<file path="config.mk">
export PLATFORM = sky130hd
export DESIGN_NAME = i2c_display_write_master_core_flat
export DESIGN_NICKNAME = d
export VERILOG_FILES = /design/src/rtl/i2cdw_pkg.sv /design/src/rtl/i2cdw_if.sv /design/src/rtl/i2cdw_engine.sv /design/src/rtl/i2cdw_out_reg.sv /design/src/rtl/i2c_display_write_master_core.sv /design/src/flat_wrapper.sv
export SDC_FILE = /design/constraint.sdc
export NUM_CORES = 1
export LEC_CHECK = 0
export ABC_AREA = 1
export ABC_CLOCK_PERIOD_IN_PS = 5500
export BUFFER_PORTS_ARGS = -buffer_cell sky130_fd_sc_hd__buf_2
export CORE_MARGIN = 1
export CORE_UTILIZATION = 65
export CTS_BUF_LIST = sky130_fd_sc_hd__clkbuf_4 sky130_fd_sc_hd__clkbuf_8
export CTS_CLUSTER_SIZE = 12
export DETAILED_ROUTE_END_ITERATION = 6
export PLACE_DENSITY = 0.95
export SLEW_MARGIN = 20
export SYNTH_ARGS = -nofsm -noshare
export SYNTH_HDL_FRONTEND = slang
export SYNTH_SLANG_ARGS = --single-unit
</file>
<file path="constraint.sdc">
create_clock -name clock -period 5.5 [get_ports clock]
set_clock_uncertainty 0.15 [all_clocks]
set_input_delay 1.375 -clock clock [delete_from_list [all_inputs] [get_ports clock]]
set_output_delay 1.375 -clock clock [all_outputs]
set_load 0.02 [all_outputs]
</file>
<file path="src/rtl/i2cdw_pkg.sv">
// ----------------------------------------------------------------------------
// I2C display write master: shared definitions
// Bus phase codes, register indexes, reset values and the item structs
// used by the engine, the output register and the top level.
// ----------------------------------------------------------------------------
package i2cdw_pkg;

   // Configuration register indexes.
   localparam logic CSR_DEVICE_ADDRESS = 1'b0;
   localparam logic CSR_PHASE_TICKS    = 1'b1;

   // Configuration reset values.
   localparam logic [7:0] DEVICE_ADDRESS_RESET = 8'h78;
   localparam logic [7:0] PHASE_TICKS_RESET    = 8'h01;

   // Control bytes sent after the address byte.
   localparam logic [7:0] CTRL_COMMAND = 8'h00;
   localparam logic [7:0] CTRL_DATA    = 8'h40;

   // Bits in one byte, and the byte index that selects the control byte.
   localparam logic [3:0] BITS_PER_BYTE = 4'd8;
   localparam logic [1:0] CTRL_BYTE_IDX = 2'd1;
   localparam logic [1:0] LAST_BYTE_IDX = 2'd2;

   // Bus phases, one-hot.
   typedef enum logic [13:0] {
      PH_IDLE      = 14'b00000000000001,
      PH_START_HI  = 14'b00000000000010,
      PH_START_LO  = 14'b00000000000100,
      PH_START_CLK = 14'b00000000001000,
      PH_BIT_SET   = 14'b00000000010000,
      PH_BIT_HIGH  = 14'b00000000100000,
      PH_BIT_LOW   = 14'b00000001000000,
      PH_ACK_REL   = 14'b00000010000000,
      PH_ACK_HIGH  = 14'b00000100000000,
      PH_ACK_OK    = 14'b00001000000000,
      PH_ACK_RETRY = 14'b00010000000000,
      PH_STOP_LO   = 14'b00100000000000,
      PH_STOP_CLK  = 14'b01000000000000,
      PH_STOP_REL  = 14'b10000000000000
   } phase_type;

   // Configuration seen by the engine.
   typedef struct packed {
      logic [7:0] device_address;
      logic [7:0] phase_ticks;
   } cfg_type;

   // One input item (one tick).
   typedef struct packed {
      logic       start_request;
      logic       req_type;
      logic [7:0] payload;
      logic       sda_in;
   } item_type;

   // One result item.
   typedef struct packed {
      logic scl_out;
      logic sda_out;
      logic busy_res;
      logic done_res;
   } result_type;

endpackage

</file>
<file path="src/rtl/i2cdw_if.sv">
// ----------------------------------------------------------------------------
// I2C display write master: channel interfaces
// Valid/ready channels for the tick items and for the bus level results.
// ----------------------------------------------------------------------------
interface i2cdw_req_if;
   logic       valid;
   logic       ready;
   logic       start_request;
   logic       req_type;
   logic [7:0] payload;
   logic       sda_in;

   modport source (output valid, start_request, req_type, payload, sda_in, input ready);
   modport sink   (input valid, start_request, req_type, payload, sda_in, output ready);
endinterface

interface i2cdw_rsp_if;
   logic valid;
   logic ready;
   logic scl_out;
   logic sda_out;
   logic busy_res;
   logic done_res;

   modport source (output valid, scl_out, sda_out, busy_res, done_res, input ready);
   modport sink   (input valid, scl_out, sda_out, busy_res, done_res, output ready);
endinterface

</file>
<file path="src/rtl/i2cdw_engine.sv">
// ----------------------------------------------------------------------------
// I2C display write master: transaction engine
// Holds the bus phase state and advances it by one tick for every accepted
// item, producing the SCL/SDA levels and status for that tick.
// ----------------------------------------------------------------------------
module i2cdw_engine (
   input  logic                   clock,
   input  logic                   reset,
   input  logic                   step,
   input  i2cdw_pkg::cfg_type     cfg,
   input  i2cdw_pkg::item_type    item,
   output i2cdw_pkg::result_type  result
);

   i2cdw_pkg::phase_type phase_ff, phase_in, phase_cur;
   logic [1:0] byte_index_ff, byte_index_in, byte_index_cur, byte_next;
   logic [3:0] bit_count_ff, bit_count_in, bit_count_cur, bit_next;
   logic [7:0] tick_count_ff, tick_count_in, tick_next;
   logic [7:0] shift_byte_ff, shift_byte_in;
   logic [7:0] held_payload_ff, held_payload_in;
   logic       held_type_ff, held_type_in;
   logic [7:0] limit;
   logic       idle_now;
   logic       data_bit;
   logic       scl_level, sda_level;
   logic       busy, done;

   // A phase time of zero counts as one tick.
   assign limit = (cfg.phase_ticks == 8'd0) ? 8'd1 : cfg.phase_ticks;

   always_comb begin
      phase_cur       = phase_ff;
      byte_index_cur  = byte_index_ff;
      bit_count_cur   = bit_count_ff;
      tick_count_in   = tick_count_ff;
      shift_byte_in   = shift_byte_ff;
      held_payload_in = held_payload_ff;
      held_type_in    = held_type_ff;
      done            = 1'b0;
      byte_next       = byte_index_ff + 2'd1;
      bit_next        = bit_count_ff + 4'd1;
      tick_next       = tick_count_ff + 8'd1;

      // Unknown phase codes behave as idle.
      case (phase_ff)
         i2cdw_pkg::PH_START_HI, i2cdw_pkg::PH_START_LO, i2cdw_pkg::PH_START_CLK,
         i2cdw_pkg::PH_BIT_SET, i2cdw_pkg::PH_BIT_HIGH, i2cdw_pkg::PH_BIT_LOW,
         i2cdw_pkg::PH_ACK_REL, i2cdw_pkg::PH_ACK_HIGH, i2cdw_pkg::PH_ACK_OK,
         i2cdw_pkg::PH_ACK_RETRY, i2cdw_pkg::PH_STOP_LO, i2cdw_pkg::PH_STOP_CLK,
         i2cdw_pkg::PH_STOP_REL: begin
            idle_now = 1'b0;
         end
         default: begin
            idle_now = 1'b1;
         end
      endcase

      // A request while idle starts a transaction on this same tick.
      if (idle_now) begin
         phase_cur = i2cdw_pkg::PH_IDLE;
         if (item.start_request) begin
            held_payload_in = item.payload;
            held_type_in    = item.req_type;
            byte_index_cur  = 2'd0;
            bit_count_cur   = 4'd0;
            tick_count_in   = 8'd0;
            shift_byte_in   = cfg.device_address;
            phase_cur       = i2cdw_pkg::PH_START_HI;
            tick_next       = 8'd1;
            byte_next       = 2'd1;
            bit_next        = 4'd1;
         end
      end

      data_bit = shift_byte_in[7];

      // Bus levels for the phase of this tick.
      case (phase_cur)
         i2cdw_pkg::PH_START_HI:  begin scl_level = 1'b1; sda_level = 1'b1;     end
         i2cdw_pkg::PH_START_LO:  begin scl_level = 1'b1; sda_level = 1'b0;     end
         i2cdw_pkg::PH_START_CLK: begin scl_level = 1'b0; sda_level = 1'b0;     end
         i2cdw_pkg::PH_BIT_SET:   begin scl_level = 1'b0; sda_level = data_bit; end
         i2cdw_pkg::PH_BIT_HIGH:  begin scl_level = 1'b1; sda_level = data_bit; end
         i2cdw_pkg::PH_BIT_LOW:   begin scl_level = 1'b0; sda_level = data_bit; end
         i2cdw_pkg::PH_ACK_REL:   begin scl_level = 1'b0; sda_level = 1'b1;     end
         i2cdw_pkg::PH_ACK_HIGH:  begin scl_level = 1'b1; sda_level = 1'b1;     end
         i2cdw_pkg::PH_ACK_OK:    begin scl_level = 1'b0; sda_level = 1'b1;     end
         i2cdw_pkg::PH_ACK_RETRY: begin scl_level = 1'b0; sda_level = 1'b1;     end
         i2cdw_pkg::PH_STOP_LO:   begin scl_level = 1'b0; sda_level = 1'b0;     end
         i2cdw_pkg::PH_STOP_CLK:  begin scl_level = 1'b1; sda_level = 1'b0;     end
         i2cdw_pkg::PH_STOP_REL:  begin scl_level = 1'b1; sda_level = 1'b1;     end
         default:                 begin scl_level = 1'b1; sda_level = 1'b1;     end
      endcase

      busy          = (phase_cur != i2cdw_pkg::PH_IDLE);
      phase_in      = phase_cur;
      byte_index_in = byte_index_cur;
      bit_count_in  = bit_count_cur;

      // Count ticks in the phase and move on when it has lasted long enough.
      if (!busy) begin
         tick_count_in = 8'd0;
      end else if (tick_next >= limit) begin
         tick_count_in = 8'd0;
         case (phase_cur)
            i2cdw_pkg::PH_START_HI:  phase_in = i2cdw_pkg::PH_START_LO;
            i2cdw_pkg::PH_START_LO:  phase_in = i2cdw_pkg::PH_START_CLK;
            i2cdw_pkg::PH_START_CLK: begin
               bit_count_in = 4'd0;
               phase_in     = i2cdw_pkg::PH_BIT_SET;
            end
            i2cdw_pkg::PH_BIT_SET:   phase_in = i2cdw_pkg::PH_BIT_HIGH;
            i2cdw_pkg::PH_BIT_HIGH:  phase_in = i2cdw_pkg::PH_BIT_LOW;
            i2cdw_pkg::PH_BIT_LOW: begin
               shift_byte_in = {shift_byte_in[6:0], 1'b0};
               bit_count_in  = bit_next;
               phase_in      = (bit_next >= i2cdw_pkg::BITS_PER_BYTE) ?
                               i2cdw_pkg::PH_ACK_REL : i2cdw_pkg::PH_BIT_SET;
            end
            i2cdw_pkg::PH_ACK_REL:   phase_in = i2cdw_pkg::PH_ACK_HIGH;
            i2cdw_pkg::PH_ACK_HIGH:  phase_in = item.sda_in ?
                                                i2cdw_pkg::PH_ACK_RETRY : i2cdw_pkg::PH_ACK_OK;
            i2cdw_pkg::PH_ACK_RETRY: phase_in = i2cdw_pkg::PH_ACK_REL;
            i2cdw_pkg::PH_ACK_OK: begin
               byte_index_in = byte_next;
               if (byte_next > i2cdw_pkg::LAST_BYTE_IDX || byte_next == 2'd0) begin
                  phase_in = i2cdw_pkg::PH_STOP_LO;
               end else begin
                  if (byte_next == i2cdw_pkg::CTRL_BYTE_IDX) begin
                     shift_byte_in = held_type_in ? i2cdw_pkg::CTRL_DATA
                                                  : i2cdw_pkg::CTRL_COMMAND;
                  end else begin
                     shift_byte_in = held_payload_in;
                  end
                  bit_count_in = 4'd0;
                  phase_in     = i2cdw_pkg::PH_BIT_SET;
               end
            end
            i2cdw_pkg::PH_STOP_LO:   phase_in = i2cdw_pkg::PH_STOP_CLK;
            i2cdw_pkg::PH_STOP_CLK:  phase_in = i2cdw_pkg::PH_STOP_REL;
            i2cdw_pkg::PH_STOP_REL: begin
               phase_in      = i2cdw_pkg::PH_IDLE;
               byte_index_in = 2'd0;
               bit_count_in  = 4'd0;
               done          = 1'b1;
            end
            default:                 phase_in = i2cdw_pkg::PH_IDLE;
         endcase
      end else begin
         tick_count_in = tick_next;
      end
   end

   // Control state.
   always_ff @(posedge clock) begin
      if (reset) begin
         phase_ff      <= i2cdw_pkg::PH_IDLE;
         byte_index_ff <= 2'd0;
         bit_count_ff  <= 4'd0;
         tick_count_ff <= 8'd0;
         held_type_ff  <= 1'b0;
      end else if (step) begin
         phase_ff      <= phase_in;
         byte_index_ff <= byte_index_in;
         bit_count_ff  <= bit_count_in;
         tick_count_ff <= tick_count_in;
         held_type_ff  <= held_type_in;
      end
   end

   // Data held for the transaction.
   always_ff @(posedge clock) begin
      if (step) begin
         shift_byte_ff   <= shift_byte_in;
         held_payload_ff <= held_payload_in;
      end
   end

   assign result.scl_out  = scl_level;
   assign result.sda_out  = sda_level;
   assign result.busy_res = busy;
   assign result.done_res = done;

endmodule

</file>
<file path="src/rtl/i2cdw_out_reg.sv">
// ----------------------------------------------------------------------------
// I2C display write master: result register
// Holds one result item until the receiver takes it, and tells the input
// side when a new item may be taken.
// ----------------------------------------------------------------------------
module i2cdw_out_reg (
   input  logic                  clock,
   input  logic                  reset,
   input  logic                  load,
   input  i2cdw_pkg::result_type data,
   input  logic                  out_ready,
   output logic                  can_load,
   output logic                  out_valid,
   output i2cdw_pkg::result_type out_data
);

   logic                  valid_ff, valid_in;
   i2cdw_pkg::result_type data_ff;

   // A new item may enter when the register is empty or is drained this cycle.
   assign can_load = !valid_ff || out_ready;
   assign valid_in = load || (valid_ff && !out_ready);

   always_ff @(posedge clock) begin
      if (reset) begin
         valid_ff <= 1'b0;
      end else begin
         valid_ff <= valid_in;
      end
   end

   always_ff @(posedge clock) begin
      if (load) begin
         data_ff <= data;
      end
   end

   assign out_valid = valid_ff;
   assign out_data  = data_ff;

endmodule

</file>
<file path="src/rtl/i2c_display_write_master_core.sv">
// ----------------------------------------------------------------------------
// I2C display write master
// Runs an I2C write of address, control byte and payload, one tick per item.
// ----------------------------------------------------------------------------
// Usage:
//   Every item on req is one bus tick: it carries the sampled SDA level and,
//   when the master is idle, an optional request to write one byte as a
//   command or as display data. Every accepted item yields exactly one item
//   on rsp with the SCL and SDA levels to drive for that tick, a busy flag
//   and a done pulse on the last tick of the stop condition.
//   The result of an item is in the output register the cycle after it is
//   accepted. Throughput is one item per cycle while the receiver takes each
//   result; the phase state is updated in a single pass from the input item.
//   req.ready is high whenever the output register is empty or is being
//   read, so a stalled receiver stalls the input side after one item.
//   Reset returns the master to idle with device_address 0x78 and one tick
//   per phase, and empties the output register.
//   csr writes are taken in any cycle but are meant for idle periods.
// ----------------------------------------------------------------------------
module i2c_display_write_master_core (
   input  logic         clock,
   input  logic         reset,
   i2cdw_req_if.sink    req,
   i2cdw_rsp_if.source  rsp,
   input  logic         csr_wr_en,
   input  logic         csr_index,
   input  logic [7:0]   csr_wdata
);

   logic [7:0]            device_address_ff;
   logic [7:0]            phase_ticks_ff;
   i2cdw_pkg::cfg_type    cfg;
   i2cdw_pkg::item_type   item;
   i2cdw_pkg::result_type result;
   i2cdw_pkg::result_type out_data;
   logic                  can_load;
   logic                  fire;
   logic                  out_valid;

   // Configuration registers.
   always_ff @(posedge clock) begin
      if (reset) begin
         device_address_ff <= i2cdw_pkg::DEVICE_ADDRESS_RESET;
         phase_ticks_ff    <= i2cdw_pkg::PHASE_TICKS_RESET;
      end else if (csr_wr_en) begin
         case (csr_index)
            i2cdw_pkg::CSR_DEVICE_ADDRESS: device_address_ff <= csr_wdata;
            i2cdw_pkg::CSR_PHASE_TICKS:    phase_ticks_ff    <= csr_wdata;
            default: begin
            end
         endcase
      end
   end

   assign cfg.device_address = device_address_ff;
   assign cfg.phase_ticks    = phase_ticks_ff;

   // Input handshake.
   assign req.ready          = can_load;
   assign fire               = req.valid && can_load;
   assign item.start_request = req.start_request;
   assign item.req_type      = req.req_type;
   assign item.payload       = req.payload;
   assign item.sda_in        = req.sda_in;

   i2cdw_engine u_engine (
      .clock  (clock),
      .reset  (reset),
      .step   (fire),
      .cfg    (cfg),
      .item   (item),
      .result (result)
   );

   i2cdw_out_reg u_out_reg (
      .clock     (clock),
      .reset     (reset),
      .load      (fire),
      .data      (result),
      .out_ready (rsp.ready),
      .can_load  (can_load),
      .out_valid (out_valid),
      .out_data  (out_data)
   );

   // Result channel.
   assign rsp.valid    = out_valid;
   assign rsp.scl_out  = out_data.scl_out;
   assign rsp.sda_out  = out_data.sda_out;
   assign rsp.busy_res = out_data.busy_res;
   assign rsp.done_res = out_data.done_res;

   // The stop condition only completes inside a transaction.
   a_done_while_busy: assert property (@(posedge clock) disable iff (reset)
      rsp.valid && rsp.done_res |-> rsp.busy_res)
      else $error("done reported outside a transaction");

   // An idle tick leaves both bus lines released.
   a_idle_released: assert property (@(posedge clock) disable iff (reset)
      rsp.valid && !rsp.busy_res |-> rsp.scl_out && rsp.sda_out)
      else $error("bus line driven low while idle");

   // Each accepted item leaves a result in the output register.
   a_fire_fills: assert property (@(posedge clock) disable iff (reset)
      fire |=> rsp.valid)
      else $error("accepted item produced no result");

   // A done tick drives the stop release levels.
   a_done_levels: assert property (@(posedge clock) disable iff (reset)
      rsp.valid && rsp.done_res |-> rsp.scl_out && rsp.sda_out)
      else $error("done without stop release levels");

endmodule
</file>
<file path="src/flat_wrapper.sv">
// flat-port wrapper written by rule: the top's interface ports become plain ports
module i2c_display_write_master_core_flat 
  (clock, reset, csr_wr_en, csr_index, csr_wdata, req_valid, req_start_request, req_req_type, req_payload, req_sda_in, req_ready, rsp_valid, rsp_scl_out, rsp_sda_out, rsp_busy_res, rsp_done_res, rsp_ready);
  i2cdw_req_if req_i ();
  i2cdw_rsp_if rsp_i ();
  input  logic clock;
  input  logic reset;
  input  logic csr_wr_en;
  input  logic csr_index;
  input  logic [7:0] csr_wdata;
  input wire logic [$bits(req_i.valid)-1:0] req_valid;
  input wire logic [$bits(req_i.start_request)-1:0] req_start_request;
  input wire logic [$bits(req_i.req_type)-1:0] req_req_type;
  input wire logic [$bits(req_i.payload)-1:0] req_payload;
  input wire logic [$bits(req_i.sda_in)-1:0] req_sda_in;
  output wire logic [$bits(req_i.ready)-1:0] req_ready;
  output wire logic [$bits(rsp_i.valid)-1:0] rsp_valid;
  output wire logic [$bits(rsp_i.scl_out)-1:0] rsp_scl_out;
  output wire logic [$bits(rsp_i.sda_out)-1:0] rsp_sda_out;
  output wire logic [$bits(rsp_i.busy_res)-1:0] rsp_busy_res;
  output wire logic [$bits(rsp_i.done_res)-1:0] rsp_done_res;
  input wire logic [$bits(rsp_i.ready)-1:0] rsp_ready;
  assign req_i.valid = req_valid;
  assign req_i.start_request = req_start_request;
  assign req_i.req_type = req_req_type;
  assign req_i.payload = req_payload;
  assign req_i.sda_in = req_sda_in;
  assign req_ready = req_i.ready;
  assign rsp_valid = rsp_i.valid;
  assign rsp_scl_out = rsp_i.scl_out;
  assign rsp_sda_out = rsp_i.sda_out;
  assign rsp_busy_res = rsp_i.busy_res;
  assign rsp_done_res = rsp_i.done_res;
  assign rsp_i.ready = rsp_ready;
  i2c_display_write_master_core u_core (.clock(clock), .reset(reset), .req(req_i), .rsp(rsp_i), .csr_wr_en(csr_wr_en), .csr_index(csr_index), .csr_wdata(csr_wdata));
endmodule
</file>
# Word level (Yosys, flattened, before mapping)
# Index checks and enable logic that the tools add are counted.
dict set report totals {
  ff_bits 66
  input_bits 25
  out_inout_bits 6
  wordCells 109
}
dict set report classes {
  add_sub_neg 3
  order_cmp 3
  eq_ne 28
  n_mux 43
  bitwise 1
  reduce_logical 17
}
# cell n
set ops {}
lappend ops {{$pmux 14 s12} 1}
lappend ops {{$mux 8} 14}
lappend ops {{$mux 14} 3}
lappend ops {{$eq 14x10->1 const B} 2}
lappend ops {{$eq 14x11->1 const B} 2}
lappend ops {{$eq 14x12->1 const B} 2}
lappend ops {{$eq 14x13->1 const B} 2}
lappend ops {{$eq 14x14->1 const B} 2}
lappend ops {{$eq 14x2->1 const B} 2}
lappend ops {{$eq 14x3->1 const B} 2}
lappend ops {{$eq 14x4->1 const B} 2}
lappend ops {{$eq 14x5->1 const B} 2}
lappend ops {{$eq 14x6->1 const B} 2}
lappend ops {{$eq 14x7->1 const B} 2}
lappend ops {{$eq 14x8->1 const B} 2}
lappend ops {{$eq 14x9->1 const B} 2}
lappend ops {{$mux 4} 7}
lappend ops {{$pmux 8 s2} 1}
lappend ops {{$mux 2} 7}
lappend ops {{$ne 14x1->1 const B} 1}
lappend ops {{$reduce_or 13->1} 1}
lappend ops {{$mux 12} 1}
lappend ops {{$pmux 4 s3} 1}
lappend ops {{$mux 11} 1}
lappend ops {{other kinds (22)} 31}

# Depth between registers and ports, before layout
dict set report logic_depth {
  word_depth 9
  depth_mapped 27
  ltp_nobuf 24
}

# By module
# From an unflattened synthesis, not the netlist that was laid out.
dict set report unflattened {
  hier_cells 626
  area_unflattened_um2 4302.9
}
# module instances cells_each area_per_inst_um2 seq_area_each_um2
set modules_own_cells {}
lappend modules_own_cells {i2cdw_engine 1 534 3527.1 1061.0}
lappend modules_own_cells {i2c_display_write_master_core 1 83 613.1 320.3}
lappend modules_own_cells {i2cdw_out_reg 1 9 162.7 140.1}

# Worst setup path after synthesis
# Ideal clock, no wire load.
dict set report synth_timing {
  path_type {input port to flip-flop}
  start {input port req_start_request}
  end {register u_core.u_engine.shift_byte_ff[1] (data pin)}
  setup_time_ps 252
  arrival_ps 3177
  required_time_ps 5098
  setup_slack_ps 1920
  cell_stages 15
  cell_sequence {nand3_2 buf_6 buf_6 nand3b_1 inv_1 ha_1 nand2_1 nor2_1 nand4_1 nand3_1 nand2_4 a21oi_4 o21ai_2 nand2_1 nand2_1}
}
dict set report synth_between {
  elab_chain_cells 8
  word_cells_on_any_way 23
  cone_classes {order compare (2); eq/ne (4); mux (15); reduce/logical (2)}
}
# item line
set synth_rtl {}
lappend synth_rtl {{from (decl)} flat_wrapper.sv:12} ;# input wire logic [$bits(req_i.start_request)-1:0] req_start_request;
lappend synth_rtl {{$mux 2} i2cdw_engine.sv:61} ;# if (item.start_request) begin
lappend synth_rtl {{$mux 2} i2cdw_engine.sv:59} ;# if (idle_now) begin
lappend synth_rtl {{$gt 2x2->1, or another cell as far along} i2cdw_engine.sv:126} ;# if (byte_next > i2cdw_pkg::LAST_BYTE_IDX || byte_next == 2'd0) begin
lappend synth_rtl {{$logic_or 1x1->1 / $mux 8 (equally long branches)} {i2cdw_engine.sv:126, i2cdw_engine.sv:129}}
lappend synth_rtl {{$mux 8} i2cdw_engine.sv:126}
lappend synth_rtl {{$pmux 8 s2} i2cdw_engine.sv:105} ;# case (phase_cur)
lappend synth_rtl {{$mux 8} i2cdw_engine.sv:103} ;# end else if (tick_next >= limit) begin
lappend synth_rtl {{$mux 8 *} i2cdw_engine.sv:101} ;# if (!busy) begin
lappend synth_rtl {{named net u_core.u_engine.shift_byte_in[1]} i2cdw_engine.sv:19} ;# logic [7:0] shift_byte_ff, shift_byte_in;
lappend synth_rtl {{to (signal assigned)} i2cdw_engine.sv:174} ;# shift_byte_ff <= shift_byte_in;
lappend synth_rtl {{to (decl)} i2cdw_engine.sv:19}
# The timed path passes the listed nets; every way through them passes the cells marked *.
# A chain may end at the register's enable or synchronous reset.

# Worst setup path after layout
dict set report layout_timing {
  start {register u_core.u_engine.phase_ff[2]}
  end {register u_core.u_engine.shift_byte_ff[3] (data pin)}
}
dict set report layout_between {
  elab_chain_cells 9
  word_cells_on_any_way 32
  cone_classes {order compare (2); eq/ne (17); mux (10); reduce/logical (3)}
}
# item line
set layout_rtl {}
lappend layout_rtl {{from (decl)} i2cdw_engine.sv:15} ;# i2cdw_pkg::phase_type phase_ff, phase_in, phase_cur;
lappend layout_rtl {{from (signal assigned)} i2cdw_engine.sv:157} ;# phase_ff <= i2cdw_pkg::PH_IDLE;
lappend layout_rtl {{from (signal assigned)} i2cdw_engine.sv:163} ;# phase_ff <= phase_in;
lappend layout_rtl {{$eq 14x2->1, or another cell as far along} i2cdw_engine.sv:45} ;# case (phase_ff)
lappend layout_rtl {{$reduce_or 13->1} i2cdw_engine.sv:45}
lappend layout_rtl {{$mux 2} i2cdw_engine.sv:59}
lappend layout_rtl {{$gt 2x2->1, or another cell as far along} i2cdw_engine.sv:126}
lappend layout_rtl {{$logic_or 1x1->1 / $mux 8 (equally long branches)} {i2cdw_engine.sv:126, i2cdw_engine.sv:129}}
lappend layout_rtl {{$mux 8} i2cdw_engine.sv:126}
lappend layout_rtl {{$pmux 8 s2} i2cdw_engine.sv:105}
lappend layout_rtl {{$mux 8} i2cdw_engine.sv:103}
lappend layout_rtl {{$mux 8 *} i2cdw_engine.sv:101}
lappend layout_rtl {{named net u_core.u_engine.shift_byte_in[3]} i2cdw_engine.sv:19}
# Marks and branches as above.

==> flow_summary.toml <==
[clocking]
cts_resized = 0
htree_levels = 3
clkSinkCount = 66
cts_tree = "done"
clk_pin_slew_ns = 0.07
cts_inserted_buffers = 9
cts_root_buf = "clkbuf_8"
cts_hold_buf = 0
postCtsSetupRepairBufs = 0
clk_latency_ns = 0.35
cts_max_path_buffers = 2

[placed_design]
dp_slack_ns = 1.20
dpl.hpwl_mm = 6.86
dp_cells = 681
dpl-instance-area_um2 = 4210
io_buffer_count = 30
gp_congestion = 0.945

[logic_synthesis]
synth_top_area_cell = "dfxtp_1"
synth.top_cell.area_share_pct = 22.7
ys_ff_latch = 66
synth_edf_count = 20
synth_nets = 625
ys_seq_area_share_pct = 37.6
synth_area_leaders = "dfxtp_1 23%, nand2_1 18%, edfxtp_1 15%"
ys_async_sr_fraction_pct = 0
synth_cells = 589
synth_top_flop_cell = "dfxtp_1"
ys_warn_count = 0
netlist_area_um2 = 4050
syn_avg_cell_area_um2 = 6.87
ys_types = 38

[route]
wl_met2_mm = 4.59
dr.pass1.iters = 7
via_per_inst = 5.84
final_antenna_net_count = 0
drt_iter0_drc = 520
wl_per_cell_um = 13.8
wl_mm = 9.61
drc = 0
met3_length_um = 785
wl_met1_mm = 3.98
highest_layer = "met4"
num_vias = 4073

[power_and_ir_drop]
power.leakage_nw = 2.16
powerDensity_nw_per_um2 = 262
power_mw = 1.16
vdd_ir_drop_max_mv = 0.180

[timing]
setup_slack_ns = 1.45
whs_ns = 0.336
fin_crit_ns = 4.05
fmax_mhz = 247
fin_crit_sh_pct = 73.7
setup_violations = 0
maxSlewHeadroom_pct = 62.4
fin_setup_tns_ns = 0
worst_pin_slew_ns = 0.563
slew_viol_final = 0
final-hold-violation-count = 0
rsz0062_at_grt = "no"

[hold_path]
worst_hold_path_type = "reg -> reg"

[setup_path]
crit_chain = "nor2_2 > nand2_2 > inv_2 > nand2_1 > nand2_1 > o21ai_4 > nand3_2 > nand3b_1 > inv_1 > ha_1 > nand2_1 > nor2_1 > nand4_1 > nand3_1 > nand2_4 > a21oi_4 > o21ai_2 > nand2_1 > nand2_1"
end_kind = "register"
critPathKind = "reg -> reg"
cp.required_ns = 5.46
max_stage_delay_ns = 0.47
crit_arrival_ns = 4.01
startpoint_type = "register"
critPathMostFrequentCell = "nand2_1"
cp_slowest_cell = "dfxtp_1"
path_max_fanout = 22

[global_route]
grt.overflow.total = 0
grt_pass1_vias = 3599
track_usage_pct = 31.3
antenna_found_initial = 0
grt_pass1_wl_mm = 15.8
grt_max_degree = 32

[die]
die_y_um = 80.9
initial_utilization_pct = 68.0
fp.dieW_um = 80.9
dieArea_um2 = 6550
core.rowCount = 28
core-area_um2 = 5960
ios = 31

[finish]
instances_no_fill = 697
layout_common_cells = "192 x nand2_1, 63 x inv_1, 55 x nor2_1"
antenna_cells = 0
layout-drive-gt1-share_pct = 13.2
final_common_cell = "nand2_1"
nNetsFinal = 653
syn_to_final_growth_pct = 9.02
post-route-util_pct = 74.1
design_area_um2 = 4410

[status]
run_status = "finished clean"

[job]
max-cap-violations = 0
## cells by family (layout without fill, tap and decap cells)
family                   Yosys count  in the layout  synth area share, %
flip-flops                        66             66                 37.6
XOR/XNOR                           2              2                0.433
AND/OR/NAND/NOR                  345            345                 38.0
adder cells (fa/ha/maj)           11             11                 3.40
AO/OA/AOI/OAI                     78             78                 11.5
buffers and inverters             87            120                 9.12
## flip-flops by register name (all words and copies together), names as in the netlist
register,count
u_core.u_engine.bit_count_ff,4
u_core.u_engine.held_payload_ff,8
u_core.u_engine.byte_index_ff,2
u_core.u_engine.held_type_ff,1
u_core.phase_ticks_ff,8
u_core.u_engine.phase_ff,14
u_core.u_out_reg.out_data,4
u_core.device_address_ff,8
u_core.u_out_reg.out_valid,1
u_core.u_engine.tick_count_ff,8
u_core.u_engine.shift_byte_ff,8
## cell usage after synthesis, types with 4 or more instances
library cell    n
buf_6           4
nor2_2          5
nand3b_1        5
nand2_1       192
nand4_1         9
inv_2           8
clkbuf_1        7
a21oi_1        31
dfxtp_1        46
o21ai_0        20
inv_1          63
ha_1           11
nor2_1         55
nand3_1        51
nand2_2         5
a22oi_1         8
nor3_1          8
edfxtp_1       20
nor2_4          5
a31oi_1         6
## where the power goes
group / total [mW] / leakage, nW / internal [mW] / switching, mW
Clock: 0.419 / 0.100 / 0.222 / 0.198
Combinational: 0.191 / 1.49 / 0.0569 / 0.134
Sequential: 0.548 / 0.566 / 0.532 / 0.0158
## cell type report
class / instances / area, um2
Multi-Input combinational cell: 436 / 2160
Fill cell: 445 / 1540
Sequential cell: 66 / 1520
Inverter: 71 / 267
Timing Repair Buffer: 33 / 173
Clock buffer: 10 / 138
Tap cell: 75 / 93.8
Clock inverter: 6 / 63.8
## worst max-delay path, delay by kind of cell, from the launching register on
kind	cells	cell delay, ns
AOI/OAI and AO/OA	3	0.65
adders and majority gates	1	0.30
buffers and inverters	2	0.15
DFF	1	0.47
and+or+nand+nor	13	2.09
## final timing paths
path,endpoint,cells after the start,startpoint,slack (ns)
hold / removal,u_core.device_address_ff[5]$_SDFFE_PP1P_,2,u_core.device_address_ff[5]$_SDFFE_PP1P_,0.34
setup reg to reg,u_core.u_engine.shift_byte_ff[3]$_DFFE_PP_,19,u_core.u_engine.phase_ff[2]$_SDFFE_PP0P_,1.45
setup / recovery,u_core.u_engine.shift_byte_ff[3]$_DFFE_PP_,19,u_core.u_engine.phase_ff[2]$_SDFFE_PP0P_,1.45
hold reg to reg,u_core.device_address_ff[5]$_SDFFE_PP1P_,2,u_core.device_address_ff[5]$_SDFFE_PP1P_,0.34
## layer usage
layer | up-vias | track usage, %
met5 | - | 0
met4 | 0 | 11.8
met3 | 32 | 8.09
met2 | 242 | 51.8
met1 | 1828 | 39.1
li1 | 1971 | -
Note: power is estimated with default switching activity, not from simulation.
